$ cat src/rtl/scic_pkg.sv
// Shared types and constants for the slave clock impulse controller.
// No dependencies; imported by every module of the block.
package scic_pkg;

  localparam int TickW  = 5;
  localparam int SecW   = 6;
  localparam int HoldW  = 8;
  localparam int CfgIdxW  = 2;
  localparam int CfgDataW = 8;

  localparam logic [HoldW-1:0] HoldMax = '1;

  typedef enum logic [CfgIdxW-1:0] {
    REG_TICKS_PER_SECOND   = 2'd0,
    REG_PULSE_WIDTH_TICKS  = 2'd1,
    REG_LONG_PRESS_TICKS   = 2'd2,
    REG_SECONDS_PER_MINUTE = 2'd3
  } cfg_reg_t;

  localparam logic [TickW-1:0] TicksPerSecondRst   = 5'd25;
  localparam logic [TickW-1:0] PulseWidthTicksRst  = 5'd2;
  localparam logic [HoldW-1:0] LongPressTicksRst   = 8'd25;
  localparam logic [SecW-1:0]  SecondsPerMinuteRst = 6'd60;

  typedef struct packed {
    logic [TickW-1:0] ticks_per_second;
    logic [TickW-1:0] pulse_width_ticks;
    logic [HoldW-1:0] long_press_ticks;
    logic [SecW-1:0]  seconds_per_minute;
  } cfg_t;

  typedef struct packed {
    logic drive_a;
    logic drive_b;
    logic second_elapsed;
  } result_t;

endpackage

$ cat src/rtl/scic_cfg_regs.sv
// Configuration register file of the slave clock impulse controller.
// Depends on scic_pkg for the register indexes and the cfg_t bundle.
module scic_cfg_regs import scic_pkg::*; (
  input  logic                clk,
  input  logic                rst_n,
  input  logic                cfg_we,
  input  logic [CfgIdxW-1:0]  cfg_index,
  input  logic [CfgDataW-1:0] cfg_wdata,
  output cfg_t                cfg
);

  cfg_t cfg_r;

  always_ff @(posedge clk) begin
    if (!rst_n) begin
      cfg_r.ticks_per_second   <= TicksPerSecondRst;
      cfg_r.pulse_width_ticks  <= PulseWidthTicksRst;
      cfg_r.long_press_ticks   <= LongPressTicksRst;
      cfg_r.seconds_per_minute <= SecondsPerMinuteRst;
    end else if (cfg_we) begin
      unique case (cfg_reg_t'(cfg_index))
        REG_TICKS_PER_SECOND:   cfg_r.ticks_per_second   <= cfg_wdata[TickW-1:0];
        REG_PULSE_WIDTH_TICKS:  cfg_r.pulse_width_ticks  <= cfg_wdata[TickW-1:0];
        REG_LONG_PRESS_TICKS:   cfg_r.long_press_ticks   <= cfg_wdata[HoldW-1:0];
        REG_SECONDS_PER_MINUTE: cfg_r.seconds_per_minute <= cfg_wdata[SecW-1:0];
        default: ;
      endcase
    end
  end

  assign cfg = cfg_r;

endmodule

$ cat src/rtl/scic_core.sv
// Tick, second and button state of the slave clock impulse controller.
// Depends on scic_pkg; advances one base tick per step strobe.
module scic_core import scic_pkg::*; (
  input  logic    clk,
  input  logic    rst_n,
  input  logic    step,
  input  logic    pressed,
  input  cfg_t    cfg,
  output result_t res
);

  logic [TickW-1:0] tick_r,  tick_nxt;
  logic [SecW-1:0]  sec_r,   sec_nxt;
  logic             tock_r,  tock_nxt;
  logic [1:0]       drv_r,   drv_nxt;
  logic [HoldW-1:0] hold_r,  hold_nxt;
  logic             seen_r,  seen_nxt;
  logic             armed_r, armed_nxt;
  logic             sec_evt;

  always_comb begin
    tick_nxt  = tick_r + 1'b1;
    sec_nxt   = sec_r;
    tock_nxt  = tock_r;
    drv_nxt   = drv_r;
    hold_nxt  = hold_r;
    seen_nxt  = seen_r;
    armed_nxt = armed_r;
    sec_evt   = 1'b0;

    if (tick_nxt == cfg.ticks_per_second) begin
      sec_evt  = 1'b1;
      tick_nxt = '0;
    end

    if (sec_evt) begin
      armed_nxt = 1'b0;
      sec_nxt   = sec_r + 1'b1;
      if (sec_nxt == cfg.seconds_per_minute) begin
        sec_nxt  = '0;
        tick_nxt = '0;
        drv_nxt  = tock_nxt ? 2'b10 : 2'b01;
        tock_nxt = ~tock_nxt;
      end
    end

    if (pressed) begin
      if (hold_r != HoldMax) begin
        hold_nxt = hold_r + 1'b1;
      end
      seen_nxt = 1'b1;
      if (hold_nxt >= cfg.long_press_ticks && drv_nxt == 2'b00 &&
          tick_nxt >= cfg.pulse_width_ticks) begin
        tick_nxt = '0;
        drv_nxt  = tock_nxt ? 2'b10 : 2'b01;
        tock_nxt = ~tock_nxt;
      end
      if (drv_nxt != 2'b00 && tick_nxt >= cfg.pulse_width_ticks) begin
        drv_nxt = 2'b00;
      end
    end else if (seen_r && hold_r < cfg.long_press_ticks) begin
      seen_nxt = 1'b0;
      hold_nxt = '0;
      if (armed_nxt) begin
        tick_nxt = '0;
        drv_nxt  = tock_nxt ? 2'b10 : 2'b01;
        tock_nxt = ~tock_nxt;
      end else begin
        tick_nxt  = '0;
        sec_nxt   = '0;
        armed_nxt = 1'b1;
      end
    end else begin
      seen_nxt = 1'b0;
      hold_nxt = '0;
    end
  end

  always_ff @(posedge clk) begin
    if (!rst_n) begin
      tick_r  <= '0;
      sec_r   <= '0;
      tock_r  <= 1'b0;
      drv_r   <= 2'b00;
      hold_r  <= '0;
      seen_r  <= 1'b0;
      armed_r <= 1'b0;
    end else if (step) begin
      tick_r  <= tick_nxt;
      sec_r   <= sec_nxt;
      tock_r  <= tock_nxt;
      drv_r   <= drv_nxt;
      hold_r  <= hold_nxt;
      seen_r  <= seen_nxt;
      armed_r <= armed_nxt;
    end
  end

  assign res.drive_a        = drv_nxt[0];
  assign res.drive_b        = drv_nxt[1];
  assign res.second_elapsed = sec_evt;

endmodule

$ cat src/rtl/slave_clock_impulse_controller.sv
// Slave clock impulse controller: one word per base tick in, one word of drive
// and second flags out. Accepts a word every cycle unless the result stalls;
// each word passes an input register and then a result register, where its
// result appears. A stalled result holds the result register; the input
// register takes one more word and then drops in_ready until the result is
// taken. Throughput is one word per cycle while the result is not stalled,
// set by the single pass of tick logic between the two registers.
module slave_clock_impulse_controller import scic_pkg::*; (
  input  logic                clk,
  input  logic                rst_n,
  input  logic                in_valid,
  output logic                in_ready,
  input  logic                in_button_pressed,
  output logic                out_valid,
  input  logic                out_ready,
  output logic                out_drive_a,
  output logic                out_drive_b,
  output logic                out_second_elapsed,
  input  logic                cfg_we,
  input  logic [CfgIdxW-1:0]  cfg_index,
  input  logic [CfgDataW-1:0] cfg_wdata
);

  cfg_t    cfg;
  result_t res;
  result_t res_r;
  logic    in_valid_r;
  logic    button_r;
  logic    out_valid_r;
  logic    advance;

  assign advance  = in_valid_r && (!out_valid_r || out_ready);
  assign in_ready = !in_valid_r || advance;

  scic_cfg_regs u_cfg (
    .clk       (clk),
    .rst_n     (rst_n),
    .cfg_we    (cfg_we),
    .cfg_index (cfg_index),
    .cfg_wdata (cfg_wdata),
    .cfg       (cfg)
  );

  scic_core u_core (
    .clk     (clk),
    .rst_n   (rst_n),
    .step    (advance),
    .pressed (button_r),
    .cfg     (cfg),
    .res     (res)
  );

  always_ff @(posedge clk) begin
    if (!rst_n) begin
      in_valid_r  <= 1'b0;
      out_valid_r <= 1'b0;
    end else begin
      if (in_ready) begin
        in_valid_r <= in_valid;
      end
      if (advance) begin
        out_valid_r <= 1'b1;
      end else if (out_ready) begin
        out_valid_r <= 1'b0;
      end
    end
  end

  always_ff @(posedge clk) begin
    if (in_ready && in_valid) begin
      button_r <= in_button_pressed;
    end
    if (advance) begin
      res_r <= res;
    end
  end

  assign out_valid          = out_valid_r;
  assign out_drive_a        = res_r.drive_a;
  assign out_drive_b        = res_r.drive_b;
  assign out_second_elapsed = res_r.second_elapsed;

endmodule
$ cat config.mk
export PLATFORM = sky130hd
export DESIGN_NAME = slave_clock_impulse_controller
export DESIGN_NICKNAME = d
export VERILOG_FILES = /design/src/rtl/scic_pkg.sv /design/src/rtl/scic_cfg_regs.sv /design/src/rtl/scic_core.sv /design/src/rtl/slave_clock_impulse_controller.sv
export SDC_FILE = /design/constraint.sdc
export NUM_CORES = 1
export LEC_CHECK = 0
export ABC_AREA = 0
export BUFFER_PORTS_ARGS = -buffer_cell sky130_fd_sc_hd__buf_2
export CORE_MARGIN = 2
export CORE_UTILIZATION = 40
export DETAILED_ROUTE_END_ITERATION = 8
export GPL_ROUTABILITY_DRIVEN = 0
export GPL_TIMING_DRIVEN = 0
export SYNTH_ARGS = -nofsm -noshare
export SYNTH_HDL_FRONTEND = slang
export SYNTH_SLANG_ARGS = --single-unit
$ cat constraint.sdc
create_clock -name clk -period 4.55 [get_ports clk]
set_input_delay 0.2275 -clock clk [delete_from_list [all_inputs] [get_ports clk]]
set_output_delay 0.2275 -clock clk [all_outputs]
set_load 0.05 [all_outputs]
; Word-level counts from Yosys, hierarchy flattened
; Cells that the tools add are included.
[totals]
ff_bits = 54
latchBits = 0
mem_bits_rw = 0
mem_bits_ro = 0
input_bits = 16
output_inout_bits = 5
elab_cells = 88
memories = 0
[op_classes]
add_sub_neg = 3
multipliers = 0
div_mod_pow = 0
n_lt_le_gt_ge = 4
eq_ne = 6
n_shift = 0
mux = 38
bitwise = 2
reduce_logical = 18
[op_table]
columns = op, n
row1 = $mux W5, 7
row2 = $mux W6, 5
row3 = $mux W8, 3
row4 = $mux W2, 10
row5 = $mux W1, 13
row6 = $ge A5 B5 Y1, 2
row7 = $add A8 B1 Y8 const B, 1
row8 = $ge A8 B8 Y1, 1
row9 = $lt A8 B8 Y1, 1
row10 = $ne A8 B8 Y1 const B, 1
row11 = $reduce_and A2 Y1, 4
row12 = $add A6 B1 Y6 const B, 1
row13 = $eq A6 B6 Y1, 1
row14 = $logic_and A1 B1 Y1, 6
row15 = $add A5 B1 Y5 const B, 1
row16 = $eq A5 B5 Y1, 1
row17 = $eq A2 B2 Y1 const B, 2
row18 = $logic_not A2 Y1, 2
row19 = $reduce_bool A2 Y1, 2
row20 = $eq A2 B1 Y1 const B, 1
row21 = $logic_not A1 Y1, 2
row22 = $logic_or A1 B1 Y1, 2
row23 = $not A1 Y1, 2

; Logic depth before layout (Yosys ltp)
; Gate-level depths: netlist of the first run.
[logic_depth]
ltp_word = 13
depth_mapped = 22
mapped_depth_nobuf = 21

; Hierarchy
; Synthesis of the first run repeated with hierarchy kept, for this count alone.
[hier_totals]
cells_unflattened = 381
area_unflattened_um2 = 3384.5
[modules_own_cells]
columns = module, instances, cells_each, area_each_um2, seq_area_each_um2
row1 = scic_core, 1, 270, 2198.4, 480.5
row2 = scic_cfg_regs, 1, 98, 962.2, 480.5
row3 = slave_clock_impulse_controller, 1, 13, 224.0, 160.2

; Worst setup path before layout of the first run
; No wires, ideal clock.
[synth_path]
path_kind = reg-to-reg
from = reg u_core.tick_r[0]
to = reg u_core.drv_r[0]
setup_ps = 74
t_arrival_ps = 4049
required_time_ps = 4476
path_slack_ps = 427
path_stages_with_launch = 23
n_path_buf = 1
synth_period_minus_slack_ps = 4123
cell_sequence = dfxtp_1 ha_1 and3_1 xnor3_1 nand4b_1 clkbuf_1 nand2b_1 inv_1 ha_1 a21o_1 a31oi_1 o21ai_0 nand3_1 nor2_1 or2_1 ha_1 nand2b_1 a21o_1 a21o_1 a21o_1 a211oi_1 o22ai_1 a31oi_1
[synth_between]
elab_chain_cells = 13
elab_cells_between_ends = 25
cone_classes = add/sub: 1 / order compare: 2 / eq/ne: 1 / mux: 16 / reduce/logical: 5
[synth_rtl]
columns = element, line
row1 = "start, declared", scic_core.sv:12  ; logic [TickW-1:0] tick_r, tick_nxt;
row2 = "start signal, assigned", scic_core.sv:89  ; tick_r <= tick_nxt;
row3 = $add A5 B1 Y5 (*), scic_core.sv:22  ; tick_nxt = tick_r + 1'b1;
row4 = $eq A5 B5 Y1, scic_core.sv:31  ; if (tick_nxt == cfg.ticks_per_second) begin
row5 = $mux W5 / $mux W1 (equally long branches), scic_core.sv:31
row6 = $mux W5 / $mux W2 (equally long branches), "scic_core.sv:39, scic_core.sv:36"
row7 = $mux W5 / $logic_not A2 Y1 (equally long branches), "scic_core.sv:36, scic_core.sv:52"
row8 = $ge A5 B5 Y1 / $logic_and A1 B1 Y1 (equally long branches), "scic_core.sv:53, scic_core.sv:52"
row9 = $logic_and A1 B1 Y1, scic_core.sv:52  ; if (hold_nxt >= cfg.long_press_ticks && drv_nxt == 2'b00 &&
row10 = $mux W5 / $mux W2 (equally long branches), scic_core.sv:52
row11 = $mux W5 / $mux W2 (equally long branches), scic_core.sv:47  ; if (pressed) begin
row12 = $ge A5 B5 Y1 / $reduce_bool A2 Y1 (equally long branches), scic_core.sv:58  ; if (drv_nxt != 2'b00 && tick_nxt >= cfg.pulse_width_ticks) begin
row13 = $logic_and A1 B1 Y1, scic_core.sv:58
row14 = $mux W2, scic_core.sv:58
row15 = $mux W2 (*), scic_core.sv:47
row16 = "end signal, assigned", scic_core.sv:92  ; drv_r <= drv_nxt;
row17 = "end, declared", scic_core.sv:15  ; logic [1:0] drv_r, drv_nxt;
; Every way passes the cells marked *; elsewhere a longest branch is shown, timed or not. The select of a mux whose other input is x is not followed.
; A chain may end at the register's enable or synchronous reset.

; Final worst setup path of the first run
[layout_path]
from = reg u_core.tick_r[0]
to = reg u_core.drv_r[1]
; The elaborated chain is that of the path after synthesis.

==> run_results.csv, run 1 <==
group,metric,value,unit
worst_hold_path,min_path_type,"input pin to flip-flop",
sta,tightest_slew,977,ps
sta,final.setup_skew,10.2,ps
logic_synthesis,synth-seq-area-share,34.1,%
drt,avgRoutedWirePerCell,14.2,um
clock_network,tritoncts_clock_tree,"yes",
layout,layout.cells.most_common,"nand2_1",
critical_path,setup.worst_path.class,"flip-flop to flip-flop",
drt,wirelength,7410,um
power,comb_power_share,12.8,%
layout,nNetsFinal,460,
clock_network,clock_tree.buffer_depth,2,
logic_synthesis,synthesis.area_per_instance,8.52,sq um
sta,fmaxAchievable,230,MHz
sta,setup_violations,0,
drt,drt_iter0_drc,144,
power,clockPowerShare,30.5,%
layout,fillers,836,
logic_synthesis,ys_dominant_reg_cell,"dfxtp_1",
clock_network,clkSlewWorstSetupHoldPaths,100,ps
drt,first_pass_iters,4,
drt,dr_wl_met2,3660,um
power,part_of_the_total_power_dissipated_in_sequential_elements,56.7,%
layout,regArea,1120,sq um
global_route,grt_antenna_before_repair,0,
logic_synthesis,synth_cells,386,
logic_synthesis,postSynthRegisterBits,54,
drt,top_signal_layer_used,"met4",
sta,timing.final.hold_violations,0,
layout,area_delta_synth_final,12.1,%
sta,fin_tns_setup,0,ps
power,power.switching_fraction,27.2,%
power,power_density,242,nW/um^2
run,maxCapViolCount,0,
critical_path,rr_endpoint,"u_core.drv_r[1]$_SDFFE_PN0P_",
sta,final.min_clock_period,4350,ps
floorplan,placementRows,33,
floorplan,die_boundary_width,94.7,um
floorplan,start_util,40.6,%
sta,period_share,95.6,%
critical_path,critical_path.endpoint_type,"flip-flop",
critical_path,critPathLaunchType,"flip-flop",
logic_synthesis,mappedNetlistArea,3290,sq um
global_route,grt_pass1_wl,12900,um
logic_synthesis,synth-warning-count,0,
layout,drive_gt1_share,11.8,%
clock_network,clock_latency,310,ps
critical_path,worst_r2r_path_depth,22,
global_route,grt_overflow,0,
sta,timing.final.ws_setup,202,ps
worst_hold_path,min-delay-start,"in_button_pressed",
drt,ant_nets,0,
clock_network,numClockSinks,54,
global_route,maximum_number_of_pins_on_one_net_before_global_route_repair,17,
layout,multi_input_comb_area,2070,sq um
floorplan,ioPinCount,21,
place,post-dp-hpwl,5680,um
drt,wl_met1,3510,um
place,place_area,3510,sq um
worst_hold_path,worstHoldPathCells,1,
place,preCtsSetupSlack,-329,ps
global_route,first_global_vias,2671,
logic_synthesis,ys_async_sr_fraction,0,%
logic_synthesis,number_of_different_library_cells_in_the_post_synthesis_netlist,51,
power,p_total,0.000890,W
sta,max_slew_margin,34.7,%
critical_path,worst_path_arrival_time,4590,ps
critical_path,reg2reg_slack,200,ps
power,p_int,0.000648,W
clock_network,tritoncts.num_buffers,5,
clock_network,post_cts_hold_buffers,0,
layout,final_area,3680,sq um
sta,final_max_slew_viol_count,0,
drt,viasPerCell,5.21,
clock_network,htree_num_levels,2,
floorplan,fp.dieArea,8960,sq um
drt,met3WireLength,171,um
critical_path,critical_path_required,4790,ps
run_status,outcome,"completed",
power,power.static_leakage,1.59,nW
critical_path,r2r_start,"u_core.tick_r[0]$_SDFFE_PN0P_",
layout,diodes,0,
floorplan,die_y,94.7,um
power,net-switching-power,0.000242,W
layout,finalCoreUtilization,45.5,%
floorplan,placeableCoreArea,8090,sq um
place,numPortBuffers,19,
global_route,grtUsageTotal,18.2,%
clock_network,cts-root-buf,"clkbuf_8",
critical_path,critical_path.max_fanout,5,
worst_hold_path,timing.hold.worst_endpoint,"button_r$_DFFE_PP_",
drt,post-route-drc-count,0,
power,ir_drop,0.000155,V
logic_synthesis,synth-edff-count,4,
logic_synthesis,syn-num-nets,430,
layout,layout.cells.most_common_list,"57 x nand2_1, 48 x dfxtp_1, 28 x ha_1",
drt,via_count,2720,
per-layer routing:
layer	vias to the layer above	global-route usage [%]
li1	1403	-
met1	1279	23.6
met2	31	32.3
met3	7	2.63
met4	0	3.26
met5	-	0
worst max-delay path, cell delays in order (launching register included):
cell and delay [ps]:
dfxtp_2 360, ha_1 220, and3_1 220, xnor3_1 200
nand4b_1 220, buf_6 210, nand2b_4 70, inv_1 40
ha_1 300, a21o_1 180, a31oi_2 160, o21ai_1 110
nand3_1 130, nor2_2 80, or2_1 250, ha_1 260
nand2b_1 140, a21o_1 170, a21o_1 170, a21o_1 200
a211oi_4 280, o22ai_2 140, a31oi_1 170
flip-flops by register name, indices dropped and copies added, names as in the netlist:
register and count:
u_core.armed_r 1, u_core.hold_r 8, button_r 1, u_core.drv_r 2, out_drive_a 1, u_core.seen_r 1, u_core.tock_r 1, out_second_elapsed 1
in_valid_r 1, out_drive_b 1, u_core.sec_r 6, out_valid 1, u_cfg.cfg 24, u_core.tick_r 5
metrics by stage:
| step | hold slack (ps) | std cells |
|---|---|---|
| after floorplan | 326 | 386 |
| after global placement | 407 | 510 |
| after detailed placement | 414 | 510 |
| after CTS | 93.0 | 519 |
| after global routing | 88.0 | 522 |
| final | 96.4 | 522 |
Yosys cell counts (11+ instances only):
cell | instances | area share [%]
and2_1 | 12 | 2.3
xnor2_1 | 11 | 2.9
nor2b_1 | 19 | 3.6
ha_1 | 28 | 11
nor2_1 | 22 | 2.5
nand3_1 | 13 | 2.0
inv_1 | 24 | 2.7
o21ai_0 | 13 | 2.0
dfxtp_1 | 50 | 30
nand2_1 | 57 | 6.5
mux2i_1 | 12 | 3.7
area by class of cell:
| class | instances | share of cell area [%] |
|---|---|---|
| buffer | 12 | 1.63 |
| clock buffer | 6 | 1.97 |
| clock inverter | 2 | 0.374 |
| inverter | 25 | 2.55 |
| multi-input combinational | 295 | 56.1 |
| sequential | 54 | 30.5 |
| tap | 105 | 3.57 |
| timing repair buffer | 23 | 3.33 |
what timing repair did:
action | in CTS | in global routing
gates cloned | 0 | 1
resized for setup | 4 | 11
setup endpoints to repair | 4 | 4
pin swaps | 1 | 5
buffers inserted | 1 | 2
worst max-delay path by stage:
stage | from | slack [ps] | to | depth (start not counted)
2_1_floorplan | u_core.tick_r[0]$_SDFFE_PN0P_ | 430 | u_core.drv_r[0]$_SDFFE_PN0P_ | 22
3_3_place_gp | u_core.tick_r[0]$_SDFFE_PN0P_ | -290 | u_core.drv_r[0]$_SDFFE_PN0P_ | 21
3_5_place_dp | u_core.tick_r[0]$_SDFFE_PN0P_ | -330 | u_core.drv_r[0]$_SDFFE_PN0P_ | 21
4_1_cts | u_core.tick_r[0]$_SDFFE_PN0P_ | 70 | u_core.drv_r[0]$_SDFFE_PN0P_ | 22
5_1_grt | u_core.tick_r[0]$_SDFFE_PN0P_ | -40 | u_core.drv_r[1]$_SDFFE_PN0P_ | 22
6_report | u_core.tick_r[0]$_SDFFE_PN0P_ | 200 | u_core.drv_r[1]$_SDFFE_PN0P_ | 22
kinds of logic after synthesis:
| family | after synthesis | share of synthesized area [%] |
|---|---|---|
| adders and majority gates | 28 | 10.7 |
| xor gates and xnor gates | 18 | 5.63 |
| AOI/OAI and AO/OA | 80 | 17.1 |
| muxes | 13 | 4.00 |
| and+or+nand+nor | 156 | 24.1 |
| DFF | 54 | 34.1 |
| buffers and inverters | 37 | 4.45 |
power by group through the flow:
stage / Combinational, W / Sequential [W] / Clock, W
2_1_floorplan: 0.0000705 / 0.000518 / 0
3_3_place_gp: 0.000108 / 0.000515 / 0
3_5_place_dp: 0.000110 / 0.000515 / 0
4_1_cts: 0.000112 / 0.000504 / 0.000279
5_1_grt: 0.000131 / 0.000507 / 0.000296
6_report: 0.000114 / 0.000504 / 0.000272
(Power assumes the default switching activity.)
==> run 2: changes to the inputs <==
==> constraint.sdc (replaced) <==
create_clock -name clk -period 4.7 [get_ports clk]
set_input_delay 0.235 -clock clk [delete_from_list [all_inputs] [get_ports clk]]
set_output_delay 0.235 -clock clk [all_outputs]
set_load 0.05 [all_outputs]
==> run 2 against run 1 <==
  * Final area is 1.2% lower
  * Critical endpoint unchanged
  * Routed wire length is 0.93% lower
  * Cell count is 0.57% lower
  * Clock-buffer cell count stayed put
  * Sequential share of layout area is 0.29 points higher
==> run_results.csv, run 2 (same netlist as run 1, synthesis figures left out) <==
group,metric,value,unit
sta,final_max_slew_viol_count,0,
layout,drive_gt1_share,9.90,%
layout,nNetsFinal,457,
critical_path,critical_path.endpoint_type,"flip-flop",
clock_network,numClockSinks,54,
critical_path,cp_top_delay_family,"compound AO/OA/AOI/OAI gates",
sta,setup_violations,0,
place,post-dp-hpwl,5680,um
critical_path,cell_breakdown_of_the_critical_path,"ha_1 > and3_1 > xnor3_1 > nand4b_1 > buf_6 > nand2b_1 > inv_1 > ha_1 > a21o_1 > a31oi_1 > o21ai_1 > nand3_2 > nor2_2 > or2_1 > ha_1 > nand2b_1 > a21o_1 > a21o_1 > a21o_1 > a211oi_4 > o22ai_1 > a31oi_1",
power,comb_power_share,12.7,%
critical_path,critical_path_required,4940,ps
power,power.static_leakage,1.57,nW
floorplan,die_boundary_width,94.7,um
drt,viasPerCell,5.20,
sta,period_share,94.0,%
critical_path,cp_common_cell,"a21o_1",
drt,post-route-drc-count,0,
place,numPortBuffers,19,
place,preCtsSetupSlack,-179,ps
worst_hold_path,worstHoldPathCells,1,
power,p_int,0.000626,W
power,clockPowerShare,30.6,%
drt,drt_iter0_drc,132,
critical_path,reg2reg_slack,280,ps
global_route,maximum_number_of_pins_on_one_net_before_global_route_repair,17,
worst_hold_path,min_path_type,"input pin to flip-flop",
sta,rsz0062_at_grt,"no",
clock_network,tritoncts_clock_tree,"yes",
drt,first_pass_iters,4,
power,net-switching-power,0.000234,W
drt,via_count,2697,
worst_hold_path,min-delay-start,"in_button_pressed",
sta,timing.final.ws_setup,283,ps
drt,ant_nets,0,
critical_path,rr_endpoint,"u_core.drv_r[1]$_SDFFE_PN0P_",
worst_hold_path,timing.hold.worst_endpoint,"button_r$_DFFE_PP_",
sta,tightest_slew,977,ps
layout,finalCoreUtilization,45.0,%
critical_path,worst_r2r_path_depth,22,
floorplan,die_y,94.7,um
floorplan,ioPinCount,21,
clock_network,htree_num_levels,2,
floorplan,placeableCoreArea,8090,sq um
critical_path,setup.worst_path.class,"flip-flop to flip-flop",
sta,fmaxAchievable,226,MHz
layout,diodes,0,
run_status,outcome,"completed",
power,ir_drop,0.000150,V
clock_network,clock_latency,310,ps
floorplan,start_util,40.6,%
clock_network,cts-root-buf,"clkbuf_8",
floorplan,placementRows,33,
clock_network,clock_tree.buffer_depth,2,
power,part_of_the_total_power_dissipated_in_sequential_elements,56.7,%
power,power.switching_fraction,27.2,%
global_route,grt_overflow,0,
layout,area_delta_synth_final,10.8,%
critical_path,r2r_start,"u_core.tick_r[0]$_SDFFE_PN0P_",
global_route,grt_antenna_before_repair,0,
drt,wirelength,7340,um
sta,worst_hold_slack,105,ps
drt,avgRoutedWirePerCell,14.1,um
clock_network,clkSlewWorstSetupHoldPaths,100,ps
run,maxCapViolCount,0,
critical_path,critical_path.max_fanout,10,
power,power_density,236,nW/um^2
critical_path,cp_num_buf_inv,2,
layout,layout.cells.most_common_list,"57 x nand2_1, 50 x dfxtp_1, 28 x ha_1",
critical_path,max_stage_delay,370,ps
critical_path,worst_path_arrival_time,4660,ps
sta,final.min_clock_period,4420,ps
sta,max_slew_margin,34.7,%
layout,layout.cells.most_common,"nand2_1",
critical_path,timing.critical_path.slowest_stage_cell,"dfxtp_1",
global_route,grt_pass1_wl,12800,um
global_route,first_global_vias,2662,
critical_path,critPathLaunchType,"flip-flop",
layout,largest_register_ffs,24,
sta,timing.final.hold_violations,0,
global_route,grtUsageTotal,18.1,%
sta,final.setup_skew,10.0,ps
floorplan,fp.dieArea,8960,sq um
clock_network,tritoncts.num_buffers,5,
-- run 2: changes by cell type in the layout (fill, tap and decap cells not counted), sizes merged --
cell / change
buf: -3
-- run 2: per-layer routing --
metal	global-route usage, %	vias to the layer above	part of all wire, %
met5	0	-	0
met4	3.26	0	0.61
met3	2.63	4	1.9
met2	32.2	23	50
met1	23.6	1274	48
li1	-	1396	-
-- run 2: how the worst max path moves through the flow --
stage / from / to / slack, ps / depth (start not counted)
3_3_place_gp: u_core.tick_r[0]$_SDFFE_PN0P_ / u_core.drv_r[0]$_SDFFE_PN0P_ / -140 / 21
3_5_place_dp: u_core.tick_r[0]$_SDFFE_PN0P_ / u_core.drv_r[0]$_SDFFE_PN0P_ / -180 / 21
2_1_floorplan: u_core.tick_r[0]$_SDFFE_PN0P_ / u_core.drv_r[0]$_SDFFE_PN0P_ / 580 / 22
4_1_cts: u_core.tick_r[0]$_SDFFE_PN0P_ / u_core.drv_r[0]$_SDFFE_PN0P_ / 80 / 22
6_report: u_core.tick_r[0]$_SDFFE_PN0P_ / u_core.drv_r[1]$_SDFFE_PN0P_ / 280 / 22
5_1_grt: u_core.tick_r[0]$_SDFFE_PN0P_ / u_core.drv_r[0]$_SDFFE_PN0P_ / 10 / 22
-- run 2: power by group through the flow --
stage | Sequential (W) | Clock (W) | Combinational, W
floorplan | 0.000502 | 0 | 0.0000683
global placement | 0.000498 | 0 | 0.000105
detailed placement | 0.000499 | 0 | 0.000106
CTS | 0.000488 | 0.000270 | 0.000108
global route | 0.000490 | 0.000287 | 0.000125
finish | 0.000488 | 0.000263 | 0.000109
-- run 2: metrics by stage --
step | setup TNS [ps] | area, sq um | power, W | cells
after floorplan | 0 | 3290 | 0.000570 | 386
after CTS | 0 | 3610 | 0.000866 | 518
after global routing | 0 | 3640 | 0.000902 | 519
after global placement | -492 | 3510 | 0.000603 | 510
after detailed placement | -630 | 3510 | 0.000605 | 510
final | 0 | 3640 | 0.000860 | 519
-- run 2: repair_timing --
action | 4_1_cts | 5_1_grt
hold buffers | 0 | 0
setup endpoints to repair | 4 | 4
pin swaps | 0 | 2
buffers inserted | 0 | 1
gates resized for setup | 3 | 9
-- run 2: layout make-up --
class	instances	area, sq um
clock inverter	2	13.8
inverter	25	93.8
fill	837	4450
multi-input combinational	295	2050
timing repair buffer	20	103
tap	105	131
sequential	54	1120
buffer	12	60.1
clock buffer	6	72.6
==> run 3: changes to the inputs <==
--- a/config.mk
+++ b/config.mk
@@ -9,6 +9,7 @@
 export BUFFER_PORTS_ARGS = -buffer_cell sky130_fd_sc_hd__buf_2
 export CORE_MARGIN = 2
 export CORE_UTILIZATION = 40
+export CTS_BUF_LIST = sky130_fd_sc_hd__clkbuf_2 sky130_fd_sc_hd__clkbuf_4 sky130_fd_sc_hd__clkbuf_8
 export DETAILED_ROUTE_END_ITERATION = 8
 export GPL_ROUTABILITY_DRIVEN = 0
 export GPL_TIMING_DRIVEN = 0
==> run 3 against run 2 <==
  * Die area unchanged
  * Via count increased by 0.19%
  * Sequential power about the same
  * Utilization about the same
  * Critical endpoint unchanged
  * Highest routed layer unchanged
==> run_results.csv, run 3 (same netlist as run 1, synthesis figures left out) <==
group,metric,value,unit
drt,ant_nets,0,
critical_path,cp_top_delay_family,"compound AO/OA/AOI/OAI gates",
floorplan,fp.dieArea,8960,sq um
critical_path,rr_endpoint,"u_core.drv_r[1]$_SDFFE_PN0P_",
sta,period_share,93.9,%
power,power.switching_fraction,27.0,%
sta,setup_violations,0,
layout,nNetsFinal,457,
sta,final_max_slew_viol_count,0,
critical_path,cp_num_buf_inv,2,
layout,regArea,1120,sq um
critical_path,r2r_start,"u_core.tick_r[0]$_SDFFE_PN0P_",
power,p_int,0.000632,W
run,maxCapViolCount,0,
floorplan,placeableCoreArea,8090,sq um
place,numPortBuffers,19,
floorplan,ioPinCount,21,
drt,first_pass_iters,4,
floorplan,die_boundary_width,94.7,um
power,power_density,238,nW/um^2
critical_path,critical_path.endpoint_type,"flip-flop",
clock_network,clock_tree.buffer_depth,2,
sta,final.min_clock_period,4410,ps
drt,drt_iter0_drc,137,
critical_path,reg2reg_slack,290,ps
run_status,outcome,"completed",
layout,layout.cells.most_common_list,"57 x nand2_1, 50 x dfxtp_1, 28 x ha_1",
critical_path,critPathLaunchType,"flip-flop",
power,clockPowerShare,31.0,%
clock_network,numClockSinks,54,
sta,worst_hold_slack,105,ps
worst_hold_path,min_path_type,"input pin to flip-flop",
critical_path,max_stage_delay,370,ps
sta,final.setup_skew,11.2,ps
place,post-dp-hpwl,5680,um
critical_path,worst_path_arrival_time,4650,ps
drt,avgRoutedWirePerCell,14.2,um
global_route,maximum_number_of_pins_on_one_net_before_global_route_repair,17,
critical_path,cell_breakdown_of_the_critical_path,"ha_1 > and3_1 > xnor3_1 > nand4b_1 > buf_6 > nand2b_1 > inv_1 > ha_1 > a21o_1 > a31oi_1 > o21ai_1 > nand3_2 > nor2_2 > or2_1 > ha_1 > nand2b_1 > a21o_1 > a21o_1 > a21o_1 > a211oi_4 > o22ai_1 > a31oi_1",
power,ir_drop,0.000151,V
critical_path,timing.critical_path.slowest_stage_cell,"dfxtp_1",
clock_network,tritoncts_clock_tree,"yes",
power,power.static_leakage,1.57,nW
global_route,grt_antenna_before_repair,0,
worst_hold_path,timing.hold.worst_endpoint,"button_r$_DFFE_PP_",
layout,layout.cells.most_common,"nand2_1",
layout,largest_register_ffs,24,
clock_network,clkSlewWorstSetupHoldPaths,100,ps
floorplan,placementRows,33,
global_route,grt_overflow,0,
layout,area_delta_synth_final,10.9,%
layout,fillers,837,
power,part_of_the_total_power_dissipated_in_sequential_elements,56.3,%
critical_path,critical_path.max_fanout,10,
clock_network,tritoncts.num_buffers,5,
global_route,first_global_vias,2662,
global_route,grt_pass1_wl,12800,um
floorplan,die_y,94.7,um
critical_path,critical_path.startpoint,"u_core.tick_r[0]$_SDFFE_PN0P_",
critical_path,cp_common_cell,"a21o_1",
clock_network,cts-root-buf,"clkbuf_8",
power,net-switching-power,0.000234,W
sta,max_slew_margin,34.7,%
sta,rsz0062_at_grt,"no",
clock_network,post_cts_hold_buffers,0,
layout,multi_input_comb_area,2050,sq um
sta,fmaxAchievable,227,MHz
drt,wirelength,7370,um
critical_path,critical_path_required,4940,ps
global_route,grtUsageTotal,18.1,%
place,preCtsSetupSlack,-179,ps
sta,tightest_slew,977,ps
worst_hold_path,worstHoldPathCells,1,
clock_network,htree_num_levels,2,
layout,drive_gt1_share,10.1,%
critical_path,worst_r2r_path_depth,22,
worst_hold_path,min-delay-start,"in_button_pressed",
sta,timing.final.ws_setup,287,ps
sta,timing.final.hold_violations,0,
drt,post-route-drc-count,0,
critical_path,setup.worst_path.class,"flip-flop to flip-flop",
layout,diodes,0,
floorplan,start_util,40.6,%
sta,fin_tns_setup,0,ps
clock_network,clock_latency,310,ps
drt,via_count,2702,
critical_path,critical_path_depth,22,
power,comb_power_share,12.6,%
drt,viasPerCell,5.21,
==> run 3: what timing repair did <==
action | CTS | global route
endpoints found under the setup margin | 4 | 4
gates resized for setup | 3 | 9
buffers inserted | 0 | 1
pin swaps | 0 | 2
==> run 3: worst max path at each step <==
stage,end,slack [ps]
3_5_place_dp,u_core.drv_r[0]$_SDFFE_PN0P_,-180
6_report,u_core.drv_r[1]$_SDFFE_PN0P_,290
5_1_grt,u_core.drv_r[0]$_SDFFE_PN0P_,10
3_3_place_gp,u_core.drv_r[0]$_SDFFE_PN0P_,-140
2_1_floorplan,u_core.drv_r[0]$_SDFFE_PN0P_,580
4_1_cts,u_core.drv_r[0]$_SDFFE_PN0P_,80
==> run 3: metrics by stage <==
step	util (%)	std cells	total power [W]	cell area, sq um
3_3_place_gp	43.4	510	0.000603	3510
3_5_place_dp	43.4	510	0.000605	3510
4_1_cts	44.6	518	0.000872	3610
6_report	45.0	519	0.000866	3640
2_1_floorplan	-	386	0.000570	3290
5_1_grt	45.0	519	0.000908	3640
==> run 3: final cells by class <==
class	count	share of cell area, %
Timing Repair Buffer	20	2.81
Clock buffer	6	2.09
Sequential cell	54	30.8
Inverter	25	2.57
Clock inverter	2	0.378
Tap cell	105	3.60
Multi-Input combinational cell	295	56.1
Buffer	12	1.65
==> run 3: power by group through the flow <==
stage	Sequential (W)	Clock, W	Combinational [W]
2_1_floorplan	0.000502	0	0.0000683
3_3_place_gp	0.000498	0	0.000105
3_5_place_dp	0.000499	0	0.000106
4_1_cts	0.000488	0.000276	0.000108
5_1_grt	0.000490	0.000292	0.000125
6_report	0.000488	0.000269	0.000109
==> run 3: routing by layer <==
layer	global-route usage [%]	vias up	wire length, um
met1	23.6	1281	3520
met5	0	-	0
li1	-	1394	-
met2	32.2	23	3660
met3	2.63	4	139
met4	3.26	0	45
